`src/design/ttbc_pkg.sv`:
```
`timescale 1ns / 1ps

package ttbc_pkg;

	localparam int OP_W         = 2;
	localparam int TIME_W       = 32;
	localparam int ELAPSED_W    = 16;
	localparam int COUNT_W      = 16;
	localparam int FRAC_W       = 17;
	localparam int SUB_W        = 3;
	localparam int PERIOD_W     = 14;
	localparam int LED_W        = 3;
	localparam int TIMEOUT_W    = 13;
	localparam int GAP_W        = 12;
	localparam int TICKS_SUM_W  = 17;

	localparam int CFG_IDX_W    = 4;
	localparam int CFG_DATA_W   = 13;

	localparam int WINDOW_LEN_DEF = 4;

	localparam logic [TIMEOUT_W-1:0] TIMEOUT_RESET = 13'd3000;
	localparam logic                 EASY_RESET    = 1'b1;
	localparam logic [PERIOD_W-1:0]  PERIOD_RESET  = 14'd500;
	localparam logic [LED_W-1:0]     LED_FULL      = 3'd5;
	localparam logic [FRAC_W-1:0]    FRAC_ONE      = 17'd65536;
	localparam logic [FRAC_W-1:0]    FRAC_HALF     = 17'd32768;
	localparam logic [17:0]          SMOOTH_THREE  = 18'd196608;

	localparam int DVD_W = 30;
	localparam int CNT_W = 5;
	localparam int MUL_A_W = 33;
	localparam int MUL_B_W = 18;
	localparam int MUL_P_W = MUL_A_W + MUL_B_W;
	localparam int PH_STEPS  = PERIOD_W + 16;
	localparam int MOD_STEPS = TICKS_SUM_W;

	localparam logic [CFG_IDX_W-1:0] REG_TIMEOUT = 4'd0;
	localparam logic [CFG_IDX_W-1:0] REG_EASY    = 4'd1;

	typedef enum logic [OP_W-1:0] {
		OP_TAP     = 2'd0,
		OP_ADVANCE = 2'd1,
		OP_FRAME   = 2'd2
	} op_t;

	typedef enum logic [3:0] {
		S_IDLE,
		S_TAP_CHK,
		S_SUM,
		S_AVG_DIV,
		S_ADV_CHK,
		S_MOD_DIV,
		S_ADV_END,
		S_PH_LOAD,
		S_PH_DIV,
		S_TRI,
		S_SQR,
		S_CUBE_LOAD,
		S_CUBE,
		S_FINISH
	} state_t;

	typedef struct packed {
		logic                beat_flag;
		logic                tap_flag;
		logic [COUNT_W-1:0]  beat_number;
		logic [FRAC_W-1:0]   phase;
		logic [FRAC_W-1:0]   triangle;
		logic [FRAC_W-1:0]   smooth_pulse;
		logic [FRAC_W-1:0]   measure_pos;
		logic [SUB_W-1:0]    sub_beat;
		logic [PERIOD_W-1:0] period_ms;
		logic [LED_W-1:0]    led_level;
	} res_t;

endpackage

```
`src/design/ttbc_if.sv`:
```
`timescale 1ns / 1ps

interface ttbc_cfg_if;
	logic                            valid;
	logic                            ready;
	logic [ttbc_pkg::CFG_IDX_W-1:0]  index;
	logic [ttbc_pkg::CFG_DATA_W-1:0] data;

	modport source(output valid, index, data, input ready);
	modport sink(input valid, index, data, output ready);
endinterface

interface ttbc_item_if;
	logic                           valid;
	logic                           ready;
	logic [ttbc_pkg::OP_W-1:0]      operation;
	logic [ttbc_pkg::TIME_W-1:0]    tap_time_ms;
	logic [ttbc_pkg::ELAPSED_W-1:0] elapsed_ms;

	modport source(output valid, operation, tap_time_ms, elapsed_ms, input ready);
	modport sink(input valid, operation, tap_time_ms, elapsed_ms, output ready);
endinterface

interface ttbc_result_if;
	logic                          valid;
	logic                          ready;
	logic                          beat_flag;
	logic                          tap_flag;
	logic [ttbc_pkg::COUNT_W-1:0]  beat_number;
	logic [ttbc_pkg::FRAC_W-1:0]   phase;
	logic [ttbc_pkg::FRAC_W-1:0]   triangle;
	logic [ttbc_pkg::FRAC_W-1:0]   smooth_pulse;
	logic [ttbc_pkg::FRAC_W-1:0]   measure_pos;
	logic [ttbc_pkg::SUB_W-1:0]    sub_beat;
	logic [ttbc_pkg::PERIOD_W-1:0] period_ms;
	logic [ttbc_pkg::LED_W-1:0]    led_level;

	modport source(output valid, beat_flag, tap_flag, beat_number, phase, triangle,
		smooth_pulse, measure_pos, sub_beat, period_ms, led_level, input ready);
	modport sink(input valid, beat_flag, tap_flag, beat_number, phase, triangle,
		smooth_pulse, measure_pos, sub_beat, period_ms, led_level, output ready);
endinterface

```
`src/design/tap_tempo_beat_clock.sv`:
```
`timescale 1ns / 1ps

// Tap-tempo beat clock. One request in, one result out; the block works on one
// request at a time and takes the next while the last result waits in the output
// register. A frame tick, an unused operation or a tap past the timeout goes
// straight to the result. A time advance passes through one shared bit-serial
// restoring divider (30 steps for the Q1.16 phase, 17 for the remainder when it
// wraps) and one shift-add multiplier (18 steps each for the square and the cube
// of the smoothstep). An averaged tap first sums the window one entry a cycle and
// then makes one more pass of the divider for the average before the phase steps.
// Register writes are always ready.
module tap_tempo_beat_clock #(
	parameter int WINDOW_LEN = ttbc_pkg::WINDOW_LEN_DEF
) (
	input  logic          clk,
	input  logic          arst_n,
	ttbc_cfg_if.sink      cfg,
	ttbc_item_if.sink     item,
	ttbc_result_if.source result
);

	localparam int FILL_W = $clog2(WINDOW_LEN + 1);
	localparam int PTR_W  = (WINDOW_LEN > 1) ? $clog2(WINDOW_LEN) : 1;
	localparam int SUM_W  = ttbc_pkg::GAP_W + $clog2(WINDOW_LEN);
	localparam int DVD_W  = ttbc_pkg::DVD_W;
	localparam int DVS_W  = ttbc_pkg::PERIOD_W;
	localparam int CNT_W  = ttbc_pkg::CNT_W;
	localparam int A_W    = ttbc_pkg::MUL_A_W;
	localparam int B_W    = ttbc_pkg::MUL_B_W;
	localparam int P_W    = ttbc_pkg::MUL_P_W;

	ttbc_pkg::state_t state_q, state_d;

	logic [ttbc_pkg::TIMEOUT_W-1:0] timeout_q;
	logic                           easy_q;
	logic [ttbc_pkg::TIME_W-1:0]    last_tap_q;
	logic [FILL_W-1:0]              fill_q;
	logic [PTR_W-1:0]               ptr_q;
	logic [ttbc_pkg::PERIOD_W-1:0]  period_q;
	logic [ttbc_pkg::PERIOD_W-1:0]  ticks_q;
	logic                           pend_beat_q;
	logic                           pend_tap_q;
	logic                           fired_q;
	logic [ttbc_pkg::COUNT_W-1:0]   counter_q;
	logic [ttbc_pkg::LED_W-1:0]     led_q;
	logic [ttbc_pkg::FRAC_W-1:0]    ph_q;
	logic [ttbc_pkg::FRAC_W-1:0]    tri_q;
	logic [ttbc_pkg::FRAC_W-1:0]    sm_q;
	logic                           res_valid_q;
	ttbc_pkg::res_t                 res_q;

	logic [ttbc_pkg::GAP_W-1:0]       window_q [WINDOW_LEN];
	logic [ttbc_pkg::TIME_W-1:0]      gap_q;
	logic [ttbc_pkg::TICKS_SUM_W-1:0] t_q;
	logic                             wrap_q;
	logic [SUM_W-1:0]                 sum_q;
	logic [PTR_W-1:0]                 idx_q;
	logic [DVS_W-1:0]                 div_rem_q;
	logic [DVD_W-1:0]                 div_dvd_q;
	logic [DVS_W-1:0]                 div_dvs_q;
	logic [CNT_W-1:0]                 cnt_q;
	logic [A_W-1:0]                   mul_a_q;
	logic [B_W-1:0]                   mul_b_q;
	logic [P_W-1:0]                   mul_p_q;

	logic                          item_acc;
	logic                          res_free;
	logic                          gap_big;
	logic [ttbc_pkg::GAP_W-1:0]    gap_sat;
	logic                          wrap;
	logic                          last_entry;
	logic [SUM_W-1:0]              sum_next;
	logic                          steps_done;
	logic [DVS_W:0]                div_trial;
	logic                          div_ge;
	logic [DVS_W:0]                div_diff;
	logic [DVS_W-1:0]              div_rem_next;
	logic [ttbc_pkg::GAP_W-1:0]    avg;
	logic [ttbc_pkg::PERIOD_W-1:0] period_raw;
	logic [ttbc_pkg::PERIOD_W-1:0] period_new;
	logic [ttbc_pkg::FRAC_W-1:0]   quot;
	logic [ttbc_pkg::FRAC_W-1:0]   ph_new;
	logic [ttbc_pkg::FRAC_W-1:0]   tri_diff;
	logic [ttbc_pkg::FRAC_W-1:0]   tri_calc;
	logic [B_W-1:0]                cube_mult;
	logic [A_W:0]                  mul_sum;
	logic [ttbc_pkg::FRAC_W+1:0]   meas_sum;

	assign item_acc   = item.valid && item.ready;
	assign res_free   = !res_valid_q || result.ready;
	assign cfg.ready  = 1'b1;

	assign gap_big    = gap_q >= ttbc_pkg::TIME_W'(timeout_q);
	assign gap_sat    = (|gap_q[ttbc_pkg::TIME_W-1:ttbc_pkg::GAP_W]) ?
		{ttbc_pkg::GAP_W{1'b1}} : gap_q[ttbc_pkg::GAP_W-1:0];
	assign wrap       = t_q > ttbc_pkg::TICKS_SUM_W'(period_q);
	assign last_entry = FILL_W'(idx_q) == (fill_q - FILL_W'(1));
	assign sum_next   = sum_q + SUM_W'(window_q[idx_q]);
	assign steps_done = cnt_q == '0;

	assign div_trial    = {div_rem_q, div_dvd_q[DVD_W-1]};
	assign div_ge       = div_trial >= {1'b0, div_dvs_q};
	assign div_diff     = div_trial - {1'b0, div_dvs_q};
	assign div_rem_next = div_ge ? div_diff[DVS_W-1:0] : div_trial[DVS_W-1:0];

	assign avg        = div_dvd_q[ttbc_pkg::GAP_W-1:0];
	assign period_raw = easy_q ? {avg, 2'b00} : {1'b0, avg, 1'b0};
	assign period_new = (period_raw == '0) ? ttbc_pkg::PERIOD_W'(1) : period_raw;

	assign quot   = div_dvd_q[ttbc_pkg::FRAC_W-1:0];
	assign ph_new = (quot > ttbc_pkg::FRAC_ONE) ? ttbc_pkg::FRAC_ONE : quot;

	assign tri_diff  = (ph_q >= ttbc_pkg::FRAC_HALF) ? (ph_q - ttbc_pkg::FRAC_HALF) :
		(ttbc_pkg::FRAC_HALF - ph_q);
	assign tri_calc  = {tri_diff[ttbc_pkg::FRAC_W-2:0], 1'b0};
	assign cube_mult = ttbc_pkg::SMOOTH_THREE - {tri_q, 1'b0};
	assign mul_sum   = {1'b0, mul_p_q[P_W-1:B_W]} + (mul_b_q[0] ? {1'b0, mul_a_q} : '0);

	assign meas_sum = {counter_q[1:0], 16'b0} + (ttbc_pkg::FRAC_W + 2)'(ph_q);

	always_ff @(posedge clk or negedge arst_n) begin
		if (!arst_n) begin
			state_q <= ttbc_pkg::S_IDLE;
		end else begin
			state_q <= state_d;
		end
	end

	always_comb begin
		state_d    = state_q;
		item.ready = 1'b0;
		unique case (state_q)
			ttbc_pkg::S_IDLE: begin
				item.ready = 1'b1;
				if (item.valid) begin
					unique case (item.operation)
						ttbc_pkg::OP_TAP:     state_d = ttbc_pkg::S_TAP_CHK;
						ttbc_pkg::OP_ADVANCE: state_d = ttbc_pkg::S_ADV_CHK;
						default:              state_d = ttbc_pkg::S_FINISH;
					endcase
				end
			end
			ttbc_pkg::S_TAP_CHK: begin
				state_d = gap_big ? ttbc_pkg::S_FINISH : ttbc_pkg::S_SUM;
			end
			ttbc_pkg::S_SUM: begin
				if (last_entry) state_d = ttbc_pkg::S_AVG_DIV;
			end
			ttbc_pkg::S_AVG_DIV: begin
				if (steps_done) state_d = ttbc_pkg::S_PH_LOAD;
			end
			ttbc_pkg::S_ADV_CHK: begin
				state_d = wrap ? ttbc_pkg::S_MOD_DIV : ttbc_pkg::S_ADV_END;
			end
			ttbc_pkg::S_MOD_DIV: begin
				if (steps_done) state_d = ttbc_pkg::S_ADV_END;
			end
			ttbc_pkg::S_ADV_END:   state_d = ttbc_pkg::S_PH_LOAD;
			ttbc_pkg::S_PH_LOAD:   state_d = ttbc_pkg::S_PH_DIV;
			ttbc_pkg::S_PH_DIV: begin
				if (steps_done) state_d = ttbc_pkg::S_TRI;
			end
			ttbc_pkg::S_TRI:       state_d = ttbc_pkg::S_SQR;
			ttbc_pkg::S_SQR: begin
				if (steps_done) state_d = ttbc_pkg::S_CUBE_LOAD;
			end
			ttbc_pkg::S_CUBE_LOAD: state_d = ttbc_pkg::S_CUBE;
			ttbc_pkg::S_CUBE: begin
				if (steps_done) state_d = ttbc_pkg::S_FINISH;
			end
			ttbc_pkg::S_FINISH: begin
				if (res_free) state_d = ttbc_pkg::S_IDLE;
			end
			default: state_d = ttbc_pkg::S_IDLE;
		endcase
	end

	always_ff @(posedge clk or negedge arst_n) begin
		if (!arst_n) begin
			timeout_q   <= ttbc_pkg::TIMEOUT_RESET;
			easy_q      <= ttbc_pkg::EASY_RESET;
			last_tap_q  <= '0;
			fill_q      <= '0;
			ptr_q       <= '0;
			period_q    <= ttbc_pkg::PERIOD_RESET;
			ticks_q     <= '0;
			pend_beat_q <= 1'b0;
			pend_tap_q  <= 1'b0;
			fired_q     <= 1'b0;
			counter_q   <= '0;
			led_q       <= '0;
			ph_q        <= '0;
			tri_q       <= ttbc_pkg::FRAC_ONE;
			sm_q        <= ttbc_pkg::FRAC_ONE;
			res_valid_q <= 1'b0;
		end else begin
			if (cfg.valid && cfg.ready) begin
				if (cfg.index == ttbc_pkg::REG_TIMEOUT) begin
					timeout_q <= cfg.data[ttbc_pkg::TIMEOUT_W-1:0];
				end else if (cfg.index == ttbc_pkg::REG_EASY) begin
					easy_q <= cfg.data[0];
				end
			end

			if (state_q == ttbc_pkg::S_FINISH && res_free) begin
				res_valid_q <= 1'b1;
			end else if (result.ready) begin
				res_valid_q <= 1'b0;
			end

			unique case (state_q)
				ttbc_pkg::S_IDLE: begin
					if (item_acc) begin
						if (item.operation == ttbc_pkg::OP_TAP) begin
							last_tap_q  <= item.tap_time_ms;
							pend_beat_q <= 1'b1;
							pend_tap_q  <= 1'b1;
						end else if (item.operation == ttbc_pkg::OP_FRAME) begin
							fired_q <= 1'b0;
							if (led_q != '0) led_q <= led_q - ttbc_pkg::LED_W'(1);
						end
					end
				end
				ttbc_pkg::S_TAP_CHK: begin
					if (!gap_big) begin
						ptr_q <= (ptr_q == PTR_W'(WINDOW_LEN - 1)) ? '0 : ptr_q + PTR_W'(1);
						if (fill_q != FILL_W'(WINDOW_LEN)) fill_q <= fill_q + FILL_W'(1);
					end
				end
				ttbc_pkg::S_AVG_DIV: begin
					if (steps_done) begin
						period_q <= period_new;
						ticks_q  <= '0;
					end
				end
				ttbc_pkg::S_ADV_CHK: begin
					if (!wrap) ticks_q <= t_q[ttbc_pkg::PERIOD_W-1:0];
				end
				ttbc_pkg::S_MOD_DIV: begin
					if (steps_done) ticks_q <= div_rem_q + ttbc_pkg::PERIOD_W'(1);
				end
				ttbc_pkg::S_ADV_END: begin
					if (wrap_q || pend_beat_q) begin
						counter_q <= counter_q + ttbc_pkg::COUNT_W'(1);
						led_q     <= ttbc_pkg::LED_FULL;
						fired_q   <= 1'b1;
					end else begin
						fired_q <= 1'b0;
					end
					pend_beat_q <= 1'b0;
					pend_tap_q  <= 1'b0;
				end
				ttbc_pkg::S_PH_DIV: begin
					if (steps_done) ph_q <= ph_new;
				end
				ttbc_pkg::S_TRI: begin
					tri_q <= tri_calc;
				end
				ttbc_pkg::S_CUBE: begin
					if (steps_done) sm_q <= mul_p_q[32 +: ttbc_pkg::FRAC_W];
				end
				default: begin
				end
			endcase
		end
	end

	always_ff @(posedge clk) begin
		if (item_acc) begin
			gap_q <= item.tap_time_ms - last_tap_q;
			t_q   <= ttbc_pkg::TICKS_SUM_W'(ticks_q) + ttbc_pkg::TICKS_SUM_W'(item.elapsed_ms);
		end

		if ((state_q == ttbc_pkg::S_AVG_DIV || state_q == ttbc_pkg::S_MOD_DIV ||
			state_q == ttbc_pkg::S_PH_DIV) && !steps_done) begin
			div_rem_q <= div_rem_next;
			div_dvd_q <= {div_dvd_q[DVD_W-2:0], div_ge};
			cnt_q     <= cnt_q - CNT_W'(1);
		end

		if ((state_q == ttbc_pkg::S_SQR || state_q == ttbc_pkg::S_CUBE) && !steps_done) begin
			mul_p_q <= {mul_sum, mul_p_q[B_W-1:1]};
			mul_b_q <= {1'b0, mul_b_q[B_W-1:1]};
			cnt_q   <= cnt_q - CNT_W'(1);
		end

		unique case (state_q)
			ttbc_pkg::S_TAP_CHK: begin
				if (!gap_big) window_q[ptr_q] <= gap_sat;
				sum_q <= '0;
				idx_q <= '0;
			end
			ttbc_pkg::S_SUM: begin
				sum_q <= sum_next;
				idx_q <= idx_q + PTR_W'(1);
				if (last_entry) begin
					div_rem_q <= '0;
					div_dvd_q <= DVD_W'(sum_next) << (DVD_W - SUM_W);
					div_dvs_q <= DVS_W'(fill_q);
					cnt_q     <= CNT_W'(SUM_W);
				end
			end
			ttbc_pkg::S_ADV_CHK: begin
				wrap_q <= wrap;
				if (wrap) begin
					div_rem_q <= '0;
					div_dvd_q <= {t_q - ttbc_pkg::TICKS_SUM_W'(1),
						(DVD_W - ttbc_pkg::TICKS_SUM_W)'(0)};
					div_dvs_q <= period_q;
					cnt_q     <= CNT_W'(ttbc_pkg::MOD_STEPS);
				end
			end
			ttbc_pkg::S_PH_LOAD: begin
				div_rem_q <= '0;
				div_dvd_q <= {ticks_q, 16'b0};
				div_dvs_q <= period_q;
				cnt_q     <= CNT_W'(ttbc_pkg::PH_STEPS);
			end
			ttbc_pkg::S_TRI: begin
				mul_a_q <= A_W'(tri_calc);
				mul_b_q <= B_W'(tri_calc);
				mul_p_q <= '0;
				cnt_q   <= CNT_W'(B_W);
			end
			ttbc_pkg::S_CUBE_LOAD: begin
				mul_a_q <= mul_p_q[A_W-1:0];
				mul_b_q <= cube_mult;
				mul_p_q <= '0;
				cnt_q   <= CNT_W'(B_W);
			end
			ttbc_pkg::S_FINISH: begin
				if (res_free) begin
					res_q.beat_flag    <= fired_q;
					res_q.tap_flag     <= pend_tap_q;
					res_q.beat_number  <= counter_q;
					res_q.phase        <= ph_q;
					res_q.triangle     <= tri_q;
					res_q.smooth_pulse <= sm_q;
					res_q.measure_pos  <= meas_sum[ttbc_pkg::FRAC_W+1:2];
					res_q.sub_beat     <= ph_q[ttbc_pkg::FRAC_W-1:14];
					res_q.period_ms    <= period_q;
					res_q.led_level    <= led_q;
				end
			end
			default: begin
			end
		endcase
	end

	assign result.valid        = res_valid_q;
	assign result.beat_flag    = res_q.beat_flag;
	assign result.tap_flag     = res_q.tap_flag;
	assign result.beat_number  = res_q.beat_number;
	assign result.phase        = res_q.phase;
	assign result.triangle     = res_q.triangle;
	assign result.smooth_pulse = res_q.smooth_pulse;
	assign result.measure_pos  = res_q.measure_pos;
	assign result.sub_beat     = res_q.sub_beat;
	assign result.period_ms    = res_q.period_ms;
	assign result.led_level    = res_q.led_level;

	a_one_at_a_time: assert property (@(posedge clk) disable iff (!arst_n)
		item_acc |=> !item.ready)
		else $error("request taken while another is in flight");

	a_ticks_in_period: assert property (@(posedge clk) disable iff (!arst_n)
		(state_q == ttbc_pkg::S_IDLE) |-> (period_q != '0 && ticks_q <= period_q))
		else $error("remainder beyond beat period");

	a_div_rem_bound: assert property (@(posedge clk) disable iff (!arst_n)
		(state_q == ttbc_pkg::S_AVG_DIV || state_q == ttbc_pkg::S_MOD_DIV ||
		state_q == ttbc_pkg::S_PH_DIV) |-> div_rem_q < div_dvs_q)
		else $error("divider remainder not below divisor");

	a_sum_has_entries: assert property (@(posedge clk) disable iff (!arst_n)
		(state_q == ttbc_pkg::S_SUM) |-> (fill_q != '0 && fill_q <= FILL_W'(WINDOW_LEN)))
		else $error("window summed with bad fill count");

	a_result_held: assert property (@(posedge clk) disable iff (!arst_n)
		(state_q == ttbc_pkg::S_FINISH && res_valid_q && !result.ready) |=>
		(state_q == ttbc_pkg::S_FINISH))
		else $error("result overwritten before it was taken");

endmodule

```
`src/flat_wrapper.sv`:
```
// flat-port wrapper written by rule: the top's interface ports become plain ports
module tap_tempo_beat_clock_flat 
#(
	parameter int WINDOW_LEN = ttbc_pkg::WINDOW_LEN_DEF
)
  (clk, arst_n, cfg_valid, cfg_index, cfg_data, cfg_ready, item_valid, item_operation, item_tap_time_ms, item_elapsed_ms, item_ready, result_valid, result_beat_flag, result_tap_flag, result_beat_number, result_phase, result_triangle, result_smooth_pulse, result_measure_pos, result_sub_beat, result_period_ms, result_led_level, result_ready);
  ttbc_cfg_if cfg_i ();
  ttbc_item_if item_i ();
  ttbc_result_if result_i ();
  input  logic clk;
  input  logic arst_n;
  input wire logic [$bits(cfg_i.valid)-1:0] cfg_valid;
  input wire logic [$bits(cfg_i.index)-1:0] cfg_index;
  input wire logic [$bits(cfg_i.data)-1:0] cfg_data;
  output wire logic [$bits(cfg_i.ready)-1:0] cfg_ready;
  input wire logic [$bits(item_i.valid)-1:0] item_valid;
  input wire logic [$bits(item_i.operation)-1:0] item_operation;
  input wire logic [$bits(item_i.tap_time_ms)-1:0] item_tap_time_ms;
  input wire logic [$bits(item_i.elapsed_ms)-1:0] item_elapsed_ms;
  output wire logic [$bits(item_i.ready)-1:0] item_ready;
  output wire logic [$bits(result_i.valid)-1:0] result_valid;
  output wire logic [$bits(result_i.beat_flag)-1:0] result_beat_flag;
  output wire logic [$bits(result_i.tap_flag)-1:0] result_tap_flag;
  output wire logic [$bits(result_i.beat_number)-1:0] result_beat_number;
  output wire logic [$bits(result_i.phase)-1:0] result_phase;
  output wire logic [$bits(result_i.triangle)-1:0] result_triangle;
  output wire logic [$bits(result_i.smooth_pulse)-1:0] result_smooth_pulse;
  output wire logic [$bits(result_i.measure_pos)-1:0] result_measure_pos;
  output wire logic [$bits(result_i.sub_beat)-1:0] result_sub_beat;
  output wire logic [$bits(result_i.period_ms)-1:0] result_period_ms;
  output wire logic [$bits(result_i.led_level)-1:0] result_led_level;
  input wire logic [$bits(result_i.ready)-1:0] result_ready;
  assign cfg_i.valid = cfg_valid;
  assign cfg_i.index = cfg_index;
  assign cfg_i.data = cfg_data;
  assign cfg_ready = cfg_i.ready;
  assign item_i.valid = item_valid;
  assign item_i.operation = item_operation;
  assign item_i.tap_time_ms = item_tap_time_ms;
  assign item_i.elapsed_ms = item_elapsed_ms;
  assign item_ready = item_i.ready;
  assign result_valid = result_i.valid;
  assign result_beat_flag = result_i.beat_flag;
  assign result_tap_flag = result_i.tap_flag;
  assign result_beat_number = result_i.beat_number;
  assign result_phase = result_i.phase;
  assign result_triangle = result_i.triangle;
  assign result_smooth_pulse = result_i.smooth_pulse;
  assign result_measure_pos = result_i.measure_pos;
  assign result_sub_beat = result_i.sub_beat;
  assign result_period_ms = result_i.period_ms;
  assign result_led_level = result_i.led_level;
  assign result_i.ready = result_ready;
  tap_tempo_beat_clock #(.WINDOW_LEN(WINDOW_LEN)) u_core (.clk(clk), .arst_n(arst_n), .cfg(cfg_i), .item(item_i), .result(result_i));
endmodule
```
`config.mk`:
```
export PLATFORM = sky130hd
export DESIGN_NAME = tap_tempo_beat_clock_flat
export DESIGN_NICKNAME = d
export VERILOG_FILES = /design/src/design/ttbc_pkg.sv /design/src/design/ttbc_if.sv /design/src/design/tap_tempo_beat_clock.sv /design/src/flat_wrapper.sv
export SDC_FILE = /design/constraint.sdc
export NUM_CORES = 1
export LEC_CHECK = 0
export ABC_AREA = 1
export BUFFER_PORTS_ARGS = -buffer_cell sky130_fd_sc_hd__buf_2
export CAP_MARGIN = 40
export CORE_MARGIN = 4
export CORE_UTILIZATION = 55
export CTS_BUF_LIST = sky130_fd_sc_hd__clkbuf_4 sky130_fd_sc_hd__clkbuf_8
export CTS_CLUSTER_DIAMETER = 60
export DETAILED_ROUTE_END_ITERATION = 12
export PLACE_DENSITY = 0.8
export SLEW_MARGIN = 20
export SYNTH_ARGS = -nofsm -noshare
export SYNTH_HDL_FRONTEND = slang
export SYNTH_SLANG_ARGS = --single-unit
```
`constraint.sdc`:
```
create_clock -name clk -period 7.7 [get_ports clk]
set_input_delay 0.385 -clock clk [delete_from_list [all_inputs] [get_ports clk]]
set_output_delay 0.385 -clock clk [all_outputs]
set_load 0.01 [all_outputs]
```
==> metrics.md <==
| Metric | Value |
|---|---|
| Critical Path End Type | `flop` |
| Ys flop type | `edfxtp_1` |
| Setup Viol. Count Final | `0` |
| Static Leak | `0.0156 µW` |
| Total GRT Usage | `0.259` |
| Post-DP HPWL | `approximately 55,000 µm` |
| Fillers | `approximately 4,400` |
| Via count | `24,142` |
| Hold path cells | `2` |
| Total power | `between 10,000 and 15,000 µW` |
| Non-Filler Instances | `4,453` |
| Post-synthesis sequential area ratio | `0.487` |
| Worst reg2reg endpoint | `u_core.div_dvs_q[2]` |
| Antenna violations before repair | `0` |
| Final Hold Fails | `0` |
| Arr. time, crit path | `3.73 ns` |
| GP Congestion | `0.960` |
| Most frequent cells in the layout | `755 x nand2_1, 473 x inv_1, 407 x nor2_1` |
| Gate Count Post-Synth | `3,453` |
| Row count | `83` |
| Startpoint class of the critical path | `flop` |
| Headroom to the max-slew limit | `0.463` |
| Hold Path Class | `input pin to flop` |
| Clk sinks | `around 520` |
| Worst endpoint required time | `8.01 ns` |
| Layout area overhead | `14.0%` |
| Dpl cells | `about 4,200` |
| Setup Fix Bufs, Post-CTS | `0` |
| Critical path class | `flop to flop` |
| Nets | `3,921` |
| Status | `finished clean` |
| CTS root buf | `clkbuf_8` |
| FF-to-FF Start | `u_core.period_q[4]` |
| Drt first pass iters | `5` |
| Post-synthesis register bit count | `about 520` |
| Largest stage delay, worst path | `0.66 ns` |
| Horiz. Die Dim | `~240 µm` |
| Most common cell after layout, fill and taps aside | `nand2_1` |
| Buffer depth of the longest clock path | `3` |
| Worst R2R Path Depth | `12` |
| H-tree levels | `3` |
| Vias in the first global route | `22,951` |
| Die span in y | `236 µm` |
| Setup TNS | `0 ns` |
| Maximum clock frequency | `between 200 and 300 MHz` |
| Max cap viols | `0` |
| Unique masters post-synth | `56` |
| Mean area per synthesized cell | `just over 8 µm²` |
| Post-synthesis net count | `3,678` |
| DRC violations left | `0` |
| Via density | `~5.4` |
| Post-CTS Resized | `0` |
| Period utilization | `0.444` |
| Worst-Skew Late Latency | `0.70 ns` |
| RSZ-0062 raised after global routing | `no` |
| Clock transition at the registers of the reported paths | `roughly 0.06 ns` |
| Post-route minimum period | `3.42 ns` |
| Slew Viols, Final | `0` |
| Top-level port count | `approximately 180` |
| Post-synth EDFFs | `around 270` |
| Worst path top cell family by delay | `simple AND/OR/NAND/NOR gates` |
| GRT overflow | `0` |
| Core area | `51,500 µm²` |
| Worst Max-Slew Pin Slew | `0.803 ns` |
| Power per cell area | `417 nW/µm²` |
| Post-layout util | `0.635` |
| Num CTS Buffers | `89` |
| CTS tree | `done` |
| Hold Path Sink | `u_core.t_q[14]` |
| Number of port buffers | `between 150 and 200` |
| Area of the mapped netlist | `28,700 µm²` |
| WL/cell | `16.7 µm` |
| Ys Warns | `0` |
| First-pass GRT wire length | `about 120,000 µm` |
| WL final | `74,600 µm` |
| Critical path buffer and inverter count | `2` |
| Fraction of layout cells with a size suffix above 1 | `0.124` |
| Die area | `55,900 µm²` |
| Antenna Nets Post-Route | `0` |
| Pin count of the biggest net entering global routing | `between 60 and 70` |
| Crit-path max FO | `31` |
| Worst Skew | `0.0309 ns` |
| Peak VDD IR | `between 0.0002 and 0.00025 V` |
| R2R Setup Slk | `roughly 4.3 ns` |
| Hold WS | `0.0470 ns` |
| Critical Path Slowest Stage Cell | `inv_2` |
| Antenna diode count | `0` |
| Detailed Route Iter0 Violations | `roughly 2,200` |
| Hold Crit Start | `item_elapsed_ms[14]` |
| Initial core utilization | `0.557` |
| Synth async-reset ratio | `0.296` |
| Most used cell, CP | `nand2_1` |
| CP Cell Sequence | `inv_1 -> ha_1 -> nand2_1 -> nor2_1 -> nand2_1 -> nand3_1 -> nand2_1 -> nand3_1 -> nand2_1 -> nand2_1 -> nand3_2 -> inv_2` |
## Yosys cell counts (all sizes together) (11+ instances only)
master / instances / area [µm²]
a21oi: 207 / 1040
a31oi: 11 / 68.8
buf: 51 / 313
clkbuf: 45 / 169
dfrtp: 139 / 3480
dfstp: 16 / 420
dfxtp: 102 / 2040
edfxtp: 267 / 8020
ha: 148 / 1850
inv: 497 / 1870
mux2: 15 / 169
nand2: 765 / 2900
nand3: 204 / 1040
nand4: 36 / 225
nor2: 427 / 1660
nor3: 27 / 151
o21ai: 238 / 1190
o21bai: 20 / 150
o22ai: 33 / 206
or2: 15 / 93.8
xnor2: 27 / 236
xor2: 88 / 771
## sequential cells by signal (all words and copies together) (netlist names), 18 cells and up, named ones only
signal,cells
u_core.mul_a_q,33
u_core.gap_q,32
u_core.last_tap_q,32
u_core.mul_b_q,18
u_core.div_dvd_q,30
u_core.mul_p_q,51
u_core.window_q,48
## kinds of logic after synthesis
group | Yosys count | share of synthesized area
other cells | 2 | 0.000262
mux | 16 | 0.00624
simple gates | 1492 | 0.216
compound gates | 558 | 0.106
xor+xnor | 115 | 0.0351
fa+ha+maj | 153 | 0.0680
flops | 524 | 0.487
buf+inv | 593 | 0.0818
## power breakdown
part | internal [µW] | switching, µW | total (µW)
Sequential | 4010 | 593 | 4600
Combinational | 2100 | 4180 | 6280
Clock | 1570 | 1200 | 2760
## repair_timing
item,CTS,global route
endpoints found under the setup margin,0,0
endpoints found under the hold margin,98,0
hold buffers,49,0
## area by class of cell
class | instances | area, µm² | area share
clock buffer | 137 | 1710 | 0.0523
clock inverter | 31 | 288 | 0.00880
inverter | 497 | 1870 | 0.0570
multi-input combinational | 2336 | 12400 | 0.380
sequential | 524 | 14000 | 0.427
tap | 680 | 851 | 0.0260
timing repair buffer | 248 | 1620 | 0.0494
## metal layers
metal	track usage	part of all wire	wire, µm	vias to the layer above
met2	0.426	0.48	35500	839
li1	-	-	-	11841
met1	0.352	0.43	31700	11275
met4	0.0913	0.033	2490	0
met3	0.0413	0.065	4820	187
met5	0	0	0	-
## metrics by stage
step           setup WS (ns)  area (µm²)
2_1_floorplan           2.62       28700
3_3_place_gp            4.46       30100
3_5_place_dp            4.39       30200
4_1_cts                 4.35       32700
5_1_grt                 3.94       32700
6_report                4.28       32700
## worst max path at each step
stage,slack (ns),depth (start not counted),startpoint,end
5_1_grt,3.94,13,flop,u_core.sum_q[10]
2_1_floorplan,2.62,5,u_core.state_q[1],u_core.result.beat_flag
3_3_place_gp,4.46,13,flop,u_core.sum_q[10]
6_report,4.28,12,u_core.period_q[4],u_core.div_dvs_q[2]
4_1_cts,4.35,12,u_core.period_q[4],u_core.div_dvs_q[13]
3_5_place_dp,4.39,12,u_core.period_q[4],u_core.div_dvs_q[9]
No activity file was read; power rests on OpenSTA's default activity.
